`config.mk`:
```
export PLATFORM = sky130hd
export DESIGN_NAME = ppar_ctrl
export DESIGN_NICKNAME = d
export VERILOG_FILES = /design/src/sv/ppar_pkg.sv /design/src/sv/ppar_ctrl.sv
export SDC_FILE = /design/constraint.sdc
export NUM_CORES = 1
export LEC_CHECK = 0
export ABC_AREA = 1
export BUFFER_PORTS_ARGS = -buffer_cell sky130_fd_sc_hd__buf_2
export CAP_MARGIN = 25
export CORE_AREA = 2 2 39 41
export CTS_CLUSTER_DIAMETER = 80
export DETAILED_ROUTE_END_ITERATION = 8
export DIE_AREA = 0 0 41 43
export MAX_ROUTING_LAYER = met4
export PLACE_DENSITY = 0.39
export SYNTH_ARGS = -nofsm -noshare
export SYNTH_HDL_FRONTEND = slang
export SYNTH_SLANG_ARGS = --single-unit
```
`constraint.sdc`:
```
create_clock -name clock -period 1.16 [get_ports clock]
set_clock_uncertainty 0.2 [all_clocks]
set_input_delay 0.058 -clock clock [delete_from_list [all_inputs] [get_ports clock]]
set_output_delay 0.058 -clock clock [all_outputs]
set_load 0.05 [all_outputs]
```
`src/sv/ppar_pkg.sv`:
```
// shared constants and control types for the per-peer anti-replay window core
// no dependencies
package ppar_pkg;

   localparam int PEER_SLOTS  = 256;
   localparam int WINDOW_BITS = 64;

   localparam int SEQ_W     = 64;
   localparam int PORT_W    = 16;
   localparam int SLOT_IN_W = 8;
   localparam int SLOT_W    = (PEER_SLOTS > 1) ? $clog2(PEER_SLOTS) : 1;
   localparam int SHIFT_W   = $clog2(WINDOW_BITS);

   localparam logic [PORT_W-1:0] LISTEN_PORT_RESET = 16'd50000;

   // commands from the controller to the datapath
   typedef struct packed {
      logic load;     // capture the item and read its window
      logic sub;      // subtract window top from the sequence
      logic span;     // form the distance and the far flag
      logic commit;   // update the window and load the result register
   } ppar_cmd_type;

   // status from the datapath to the controller
   typedef struct packed {
      logic req_checked;  // the offered item needs a window check
      logic out_free;     // the result register can take a new result
   } ppar_status_type;

endpackage

```
`src/sv/ppar_ctrl.sv`:
```
// sequencer for the anti-replay window core: steps one item through read, subtract,
// distance and update, unchecked items from read straight to update; depends on ppar_pkg
module ppar_ctrl import ppar_pkg::*; (
   input  logic            clock,
   input  logic            reset,
   input  logic            req_valid,
   output logic            req_ready,
   input  ppar_status_type status,
   output ppar_cmd_type    cmd
);

   localparam logic [1:0] ST_IDLE  = 2'd0;
   localparam logic [1:0] ST_SUB   = 2'd1;
   localparam logic [1:0] ST_DIST  = 2'd2;
   localparam logic [1:0] ST_APPLY = 2'd3;

   logic [1:0] state_ff;
   logic [1:0] state_in;

   always_comb begin
      state_in   = state_ff;
      cmd        = '0;
      req_ready  = 1'b0;
      case (state_ff)
         ST_IDLE: begin
            req_ready = 1'b1;
            if (req_valid) begin
               cmd.load = 1'b1;
               // unchecked packets go straight to the result
               state_in = status.req_checked ? ST_SUB : ST_APPLY;
            end
         end
         ST_SUB: begin
            cmd.sub  = 1'b1;
            state_in = ST_DIST;
         end
         ST_DIST: begin
            cmd.span = 1'b1;
            state_in = ST_APPLY;
         end
         ST_APPLY: begin
            if (status.out_free) begin
               cmd.commit = 1'b1;
               state_in   = ST_IDLE;
            end
         end
         default: begin
            state_in = ST_IDLE;
         end
      endcase
   end

   always_ff @(posedge clock) begin
      if (reset) begin
         state_ff <= ST_IDLE;
      end else begin
         state_ff <= state_in;
      end
   end

endmodule

```
# Word level (Yosys, flattened, before mapping)
# Cells that the tools add are included.
totals:
  elab_cells: 19
  output_inout_bits: 5
  in_bits: 5
  regBits: 2
op_classes:
  mux: 11
  n_reduce_logical: 2
  eq_ne: 5
op_table:
  columns: ["op", "n"]
  rows:
  - ["$pmux W2 S4", 1]
  - ["$mux W1", 7]
  - ["$mux W2", 3]
  - ["$eq A2 B2 Y1 const B", 2]
  - ["$ne A2 B2 Y1 const B", 2]
  - ["$eq A2 B1 Y1 const B", 1]
  - ["$logic_not A2 Y1", 1]
  - ["$reduce_and A2 Y1", 1]

# Longest topological paths before layout
# Gate-level depths: netlist of the first run.
logic_depth:
  depth_word: 3
  mapped_depth: 7
  mapped_depth_nobuf: 7

# Least setup slack after synthesis of the first run
# OpenSTA, ideal clock, no wires.
synth_timing:
  path_type: "reg-to-reg"
  start: "register state_ff[0]"
  end: "register state_ff[1]"
  period_less_slack_ps: 1612
  setup_ps: 113
  required_ps: 847
  t_arrival_ps: 1299
  slack_ps: -452
  path_buffers: 0
  path_stages_with_launch: 8
  path_cell_list: "dfxtp_1 -> inv_1 -> ha_1 -> inv_1 -> nand2_1 -> o21ai_2 -> nor2_1 -> nor2_1"
synth_between:
  elab_chain_len: 3
  elab_cells_between_ends: 8
  cone_classes: "eq/ne (5); mux (1); reduce/logical (2)"
synth_lines:
  columns: ["element", "line", "rtl"]
  rows:
  - ["start: declaration", "ppar_ctrl.sv:17", "logic [1:0] state_ff;"]
  - ["start signal: assignment", "ppar_ctrl.sv:57", "state_ff <= state_in;"]
  - ["$eq A2 B2 Y1 or $logic_not A2 Y1 (tied branches)", "ppar_ctrl.sv:24", "case (state_ff)"]
  - ["$ne A2 B2 Y1 (no source line)", null, null]
  - ["$reduce_and A2 Y1 (no source line)", null, null]
# Several ways; a longest one is shown, not always the timed one.
# A chain may end at the register's enable or synchronous reset.

==> run_results.csv, run 1 <==
group,metric,value,unit
status,status,"complete, but fails checks",
status,violations,"negative setup slack",
worst_setup_path,cp.required,900,ps
synth,synth_cell_types,8,
timing,drv_slew,0,
detailed_routing,first_pass_iters,1,
layout,largestRegisters,"state_ff (2)",
clock_network,htree_levels,1,
timing,period_share,1.154,
global_route,antenna_found_initial,0,
synth,yosysWarnings,0,
placed_design,place_congestion,0.6752,
pwr,p_leak,0.0002327,uW
clock_network,cts_buffer_depth,2,
detailed_routing,num_vias,226,
clock_network,cts-root-buf,"clkbuf_4",
global_route,grt_pass1_wl,786,microns
layout,regMostFlops,"state_ff",
clock_network,cts_tree,"built",
layout,fin_nets,61,
global_route,grt_max_degree,4,
floorplanning,io_pins,10,
timing,fmax,747.3,MHz
synth,synth_seq_cells,2,
timing,hold_viol_final,0,
synth,synth_top_area_frac,0.2667,
floorplanning,start_util,0.1356,
placed_design,placed_area,311.5,sq um
floorplanning,rows,14,
worst_setup_path,crit_path_max_fanout,3,
detailed_routing,routed_wl,452,microns
detailed_routing,drc,0,
global_route,grt.overflow.total,0,
layout,area_growth,138.7,%
timing,post-route-min-period,1338,ps
synth,ys_seq_area_frac,0.2133,
detailed_routing,drtIter0Drc,0,
detailed_routing,vias_per_cell,3.424,
floorplanning,die_w,41,microns
worst_setup_path,crit_type,"register to primary output",
detailed_routing,wire_per_inst,6.848,microns
timing,rsz0062_at_grt,"true",
placed_design,io_buffer_count,9,
layout,largest_reg_flops,2,
pwr,power.density,3149,nW/um^2
clock_network,cts_inserted_buffers,3,
worst_setup_path,crit_arrival,1080,ps
min_path,hold_path_class,"primary input to register",
placed_design,dp_hpwl,314.2,microns
timing,worst_slack,-178.1,ps
worst_setup_path,cp-end-kind,"primary output",
timing,relSlewSlack,0.9031,
floorplanning,core,1384,sq um
synth,syn_avg_cell_area,6.472,sq um
synth,syn_inst,29,
clock_network,insertion_delay,230,ps
worst_setup_path,start_kind,"register",
timing,setup_violations,7,
floorplanning,dieArea,1763,sq um
global_route,grt_usage,0.07385,
layout,drive_gt1_frac,0.6600,
clock_network,clkTransAtPathRegs,30,ps
layout,diodes,0,
synth,yosys.area.top_type,"ha_1",
global_route,grt_pass1_vias,197,
detailed_routing,drt.antenna.violating_nets,0,
synth,syn_nets,38,
run,drv_cap,0,
layout,stdcell_area,447.9,sq um
placed_design,dp_slack,-33.95,ps
synth,synth.area.top_cells,"ha_1, dfxtp_1, inv_1",
synth,syn_area,187.7,sq um
timing,worst_pin_slew,146.5,ps
pwr,ir_drop,0.7496,mV
clock_network,cts_sinks,2,
floorplanning,die_h,43,microns
## logic make-up after synthesis
kind of cell | share of synthesized area
and+or+nand+nor | 0.2867
buffers and inverters | 0.1600
adders and majority gates | 0.2667
AOI/OAI and AO/OA | 0.07332
DFF | 0.2133
## final cells by class
| cell class | count | area (sq um) |
|---|---|---|
| Fill cell | 150 | 935.9 |
| Timing Repair Buffer | 18 | 168.9 |
| Multi-Input combinational cell | 19 | 155.1 |
| Sequential cell | 2 | 45.04 |
| Inverter | 8 | 36.28 |
| Clock buffer | 3 | 22.52 |
| Tap cell | 16 | 20.02 |
## routing by layer
layer,global-route usage,vias up,part of all wire
met5,-,-,0
met1,0.07643,91,0.44
met4,0.06000,0,0.022
li1,-,126,-
met3,0.04712,2,0.060
met2,0.09375,7,0.48
## per-stage QoR
step / total power [uW] / instances / util / TNS [ps] / hold slack, ps
floorplan: 808.7 / 29 / - / -194.0 / 5.841
global placement: 951.6 / 57 / 0.2251 / -60.06 / 102.4
detailed placement: 943.2 / 57 / 0.2251 / -56.51 / 103.1
CTS: 1362 / 64 / 0.3083 / -894.2 / 1.950
global route: 1531 / 66 / 0.3237 / -1284 / 61.27
finish: 1411 / 66 / 0.3237 / -875.4 / 4.124
## cell usage in the layout (no fill, tap or decap)
cell           instances
clkinvlp_4             1
inv_4                  1
buf_8                  2
a21oi_1                1
buf_4                  6
nand2_1                6
buf_12                 1
buf_2                  4
inv_1                  4
clkbuf_4               3
ha_2                   1
ha_1                   1
buf_6                  3
ha_4                   2
dfxtp_4                1
dlygate4sd3_1          2
nand2_2                3
nand2_4                1
o21ai_2                1
nor2_1                 3
dfxtp_2                1
inv_2                  2
## cell usage after synthesis, drive strengths merged
master,number
nor2,3
nand2,10
dfxtp,2
ha,4
a21oi,1
o21ai,1
inv,8
## critical path, cell delays in order (launching register included)
cell and delay [ps]:
dfxtp_2 340, inv_2 60, ha_4 170, nand2_4 60, clkinvlp_4 80, buf_8 150
## worst paths after layout
| kind | startpoint | endpoint | slack [ps] | cells past startpoint |
|---|---|---|---|---|
| setup / recovery | state_ff[1]$_SDFFE_PP0P_ | cmd[3] | -180 | 5 |
| hold / removal | status[0] | state_ff[0]$_SDFFE_PP0P_ | 4 | 6 |
| setup reg to reg | state_ff[1]$_SDFFE_PP0P_ | state_ff[1]$_SDFFE_PP0P_ | -100 | 8 |
| hold reg to reg | state_ff[0]$_SDFFE_PP0P_ | state_ff[0]$_SDFFE_PP0P_ | 490 | 4 |
## where the power goes
part           internal [uW]  switching (uW)  leakage, uW  total, uW
clock                    114            44.2    0.0000138        159
combinational            523             577     0.000201       1100
sequential               115            36.8    0.0000175        152
## what timing repair did
action                                 4_1_cts  5_1_grt
gates resized for setup                     14        2
setup endpoints to repair                    6        7
buffers inserted                             2        2
hold buffers                                 2        0
pin swaps                                    5        4
endpoints found under the hold margin        2        0
Note: power is estimated with default switching activity, not from simulation.
==> run 2, diff against run 1 <==
--- a/config.mk
+++ b/config.mk
@@ -5,7 +5,6 @@
 export SDC_FILE = /design/constraint.sdc
 export NUM_CORES = 1
 export LEC_CHECK = 0
-export ABC_AREA = 1
 export BUFFER_PORTS_ARGS = -buffer_cell sky130_fd_sc_hd__buf_2
 export CAP_MARGIN = 25
 export CORE_AREA = 2 2 39 41
@@ -13,7 +12,7 @@
 export DETAILED_ROUTE_END_ITERATION = 8
 export DIE_AREA = 0 0 41 43
 export MAX_ROUTING_LAYER = met4
-export PLACE_DENSITY = 0.39
+export PLACE_DENSITY = 0.37
 export SYNTH_ARGS = -nofsm -noshare
 export SYNTH_HDL_FRONTEND = slang
 export SYNTH_SLANG_ARGS = --single-unit
==> run_results.csv, run 2 <==
group,metric,value,unit
min_path,min_from,"req_valid",
synth,yosysWarnings,0,
layout,stdcell_area,444.2,sq um
clock_network,cts_hold_buf,1,
synth,ys_seq_area_frac,0.2388,
worst_setup_path,cp-end-kind,"register",
worst_setup_path,r2r_start,"state_ff[1]$_SDFFE_PP0P_",
layout,largest_reg_flops,2,
synth,synth.area.top_cells,"ha_1, dfxtp_1, nand2b_1",
synth,syn_inst,19,
placed_design,place_congestion,0.5933,
worst_setup_path,slowest_stage,"dfxtp_4",
layout,area_growth,164.9,%
synth,synth_top_family_by_area,"adder cells",
clock_network,htree_levels,1,
min_path,hold_path_depth,3,
timing,worst_pin_slew,208.0,ps
placed_design,placed_area,307.8,sq um
run,drv_cap,0,
worst_setup_path,crit_path_max_fanout,4,
timing,setup_violations,7,
global_route,grt_pass1_vias,223,
detailed_routing,first_pass_iters,1,
detailed_routing,vias_per_cell,3.649,
worst_setup_path,rrSetupSlack,-200,ps
layout,seqCellArea,45.04,sq um
synth,synth_top_area_frac,0.2985,
pwr,p_leak,0.0002019,uW
synth,synth.area.mux_share,0.05970,
clock_network,cts_inserted_buffers,3,
layout,diodes,0,
placed_design,io_buffer_count,9,
clock_network,cts_sinks,2,
timing,worst_slack,-195.2,ps
global_route,grt_usage,0.07282,
detailed_routing,routed_wl,519,microns
clock_network,insertion_delay,230,ps
floorplanning,io_pins,10,
clock_network,cts_buffer_depth,2,
clock_network,cts_tree,"built",
timing,fmax,737.9,MHz
worst_setup_path,crit_type,"register to register",
layout,fin_nets,51,
pwr,total_power,1556,uW
floorplanning,rows,14,
status,violations,"negative hold slack, negative setup slack",
synth,synth_compound_area_frac,0.1567,
pwr,clockPowerShare,0.114,
synth,synth-main-ff-cell,"dfxtp_1",
timing,rsz0062_at_grt,"true",
layout,drive_gt1_frac,0.7805,
synth,yosysMostFrequentCell,"ha_1",
synth,synth_seq_cells,2,
worst_setup_path,cp.required,1090,ps
timing,hold_viol_final,1,
detailed_routing,drc,0,
min_path,hold_path_class,"primary input to register",
layout,final_common_cell,"buf_4",
worst_setup_path,worstReg2RegEnd,"state_ff[1]$_SDFFE_PP0P_",
layout,layout_common_cells,"buf_4, buf_2, buf_8",
synth,synth_cell_types,11,
pwr,power.density,3503,nW/um^2
synth,syn_nets,28,
pwr,ir_drop,1.291,mV
placed_design,dp_hpwl,372.2,microns
floorplanning,start_util,0.1212,
floorplanning,die_w,41,microns
pwr,p_int,867.4,uW
status,status,"complete, but fails checks",
global_route,grt.overflow.total,0,
global_route,grt_max_degree,5,
detailed_routing,drt.antenna.violating_nets,0,
clock_network,cts-root-buf,"clkbuf_4",
worst_setup_path,start_kind,"register",
layout,nFillCells,148,
synth,synth-edff-count,0,
global_route,antenna_found_initial,0,
synth,syn_area,167.7,sq um
pwr,p_sw_frac,0.4425,
floorplanning,core,1384,sq um
floorplanning,dieArea,1763,sq um
detailed_routing,drtIter0Drc,0,
timing,relSlewSlack,0.8604,
synth,synthSimpleGateAreaFrac,0.1791,
timing,period_share,1.168,
layout,multiInputGateArea,170.2,sq um
synth,synth-xor-area-share,0,
synth,async_reset_ff_frac,0,
pwr,power.switching,688.4,uW
layout,regMostFlops,"state_ff",
timing,post-route-min-period,1355,ps
min_path,holdPathEnd,"state_ff[1]$_SDFFE_PP0P_",
worst_setup_path,crit_family,"flip-flops",
pwr,pwr-share-seq,0.108,
synth,syn_avg_cell_area,8.824,sq um
worst_setup_path,reg2regPathDepth,5,
timing,whs,-35.40,ps
worst_setup_path,slowest_delay,370,ps
detailed_routing,num_vias,208,
global_route,grt_pass1_wl,855,microns
timing,drv_slew,0,
synth,synthAdderAreaFrac,0.2985,
layout,largestRegisters,"state_ff (2)",
synth,synth_commonest_cells,"ha_1, inv_1, a21oi_1, dfxtp_1, nand2b_1",
worst_setup_path,crit_buf_inv,2,
pwr,power.share.combinational,0.778,
worst_setup_path,crit_chain,"inv_4 -> ha_4 -> buf_6 -> mux2i_1 -> a311oi_1",
floorplanning,die_h,43,microns
detailed_routing,wire_per_inst,9.105,microns
clock_network,clkTransAtPathRegs,40,ps
synth,yosys.area.top_type,"ha_1",
worst_setup_path,path_depth,5,
worst_setup_path,crit_arrival,1290,ps
-- run 2: changes by cell type after synthesis, sizes merged --
cell / change
mux2i: +1
nor2: -2
nand2: -10
inv: -5
and2: +2
o21ai: -1
a211oi: +1
nand2b: +2
a21oi: +1
a311oi: +1
-- run 2: stage by stage --
step	hold slack, ps	cells	setup WS (ps)	TNS (ps)	utilization
after floorplan	-79.60	19	-121.3	-328.6	-
after global placement	26.08	48	-85.59	-205.6	0.2224
after detailed placement	38.51	48	-178.3	-358.4	0.2224
after CTS	-46.28	56	-198.5	-1228	0.3083
after global routing	-15.86	57	-241.6	-1450	0.3210
final	-35.40	57	-195.2	-1179	0.3210
-- run 2: tightest hold or removal path, stage by stage --
cell	delay, ps
buf_2	90
nand2b_4	120
a311oi_1	80
-- run 2: area by class of cell --
cell class              count  area share
repair buffers             18      0.3803
multi-input cells          14      0.3831
clock buffers               4     0.05915
well taps                  16     0.04507
flip-flops and latches      2      0.1014
inverters                   3     0.03099
-- run 2: layer usage --
layer / wire length, microns / vias to the layer above / track usage
met1: 223 / 96 / 0.08280
met4: 0 / 0 / 0.06000
met5: 0 / - / -
met3: 16 / 0 / 0
li1: - / 107 / -
met2: 280 / 5 / 0.1125
-- run 2: worst max path at each step --
stage                        startpoint                  endpoint  slack (ps)
5_1_grt        state_ff[1]$_SDFFE_PP0P_  state_ff[1]$_SDFFE_PP0P_        -240
4_1_cts        state_ff[1]$_SDFFE_PP0P_  state_ff[1]$_SDFFE_PP0P_        -200
6_report       state_ff[1]$_SDFFE_PP0P_  state_ff[1]$_SDFFE_PP0P_        -200
3_5_place_dp   state_ff[1]$_SDFFE_PP0P_  state_ff[1]$_SDFFE_PP0P_        -180
3_3_place_gp   state_ff[1]$_SDFFE_PP0P_  state_ff[1]$_SDFFE_PP0P_         -90
2_1_floorplan  state_ff[0]$_SDFFE_PP0P_  state_ff[1]$_SDFFE_PP0P_        -120
-- run 2: cells by family (layout without fill, tap and decap cells) --
| family | count (synthesis) | in the layout |
|---|---|---|
| AND/OR/NAND/NOR | 5 | 5 |
| adder cells (fa/ha/maj) | 4 | 4 |
| multiplexers | 1 | 1 |
| buffers and inverters | 3 | 25 |
| flip-flops | 2 | 2 |
| AO/OA/AOI/OAI | 4 | 4 |
-- run 2: what timing repair did --
item,4_1_cts,5_1_grt
pin swaps,4,0
resized for setup,17,4
hold endpoints to repair,2,1
endpoints found under the setup margin,7,7
buffers inserted,3,1
-- run 2: power groups by stage --
stage                     sequential (uW)  combinational [uW]  clock (uW)
after floorplan                       169                 645           0
after global placement                164                 810           0
after detailed placement              166                 831           0
after CTS                             167                1120         195
after global routing                  172                1300         189
final                                 168                1210         177
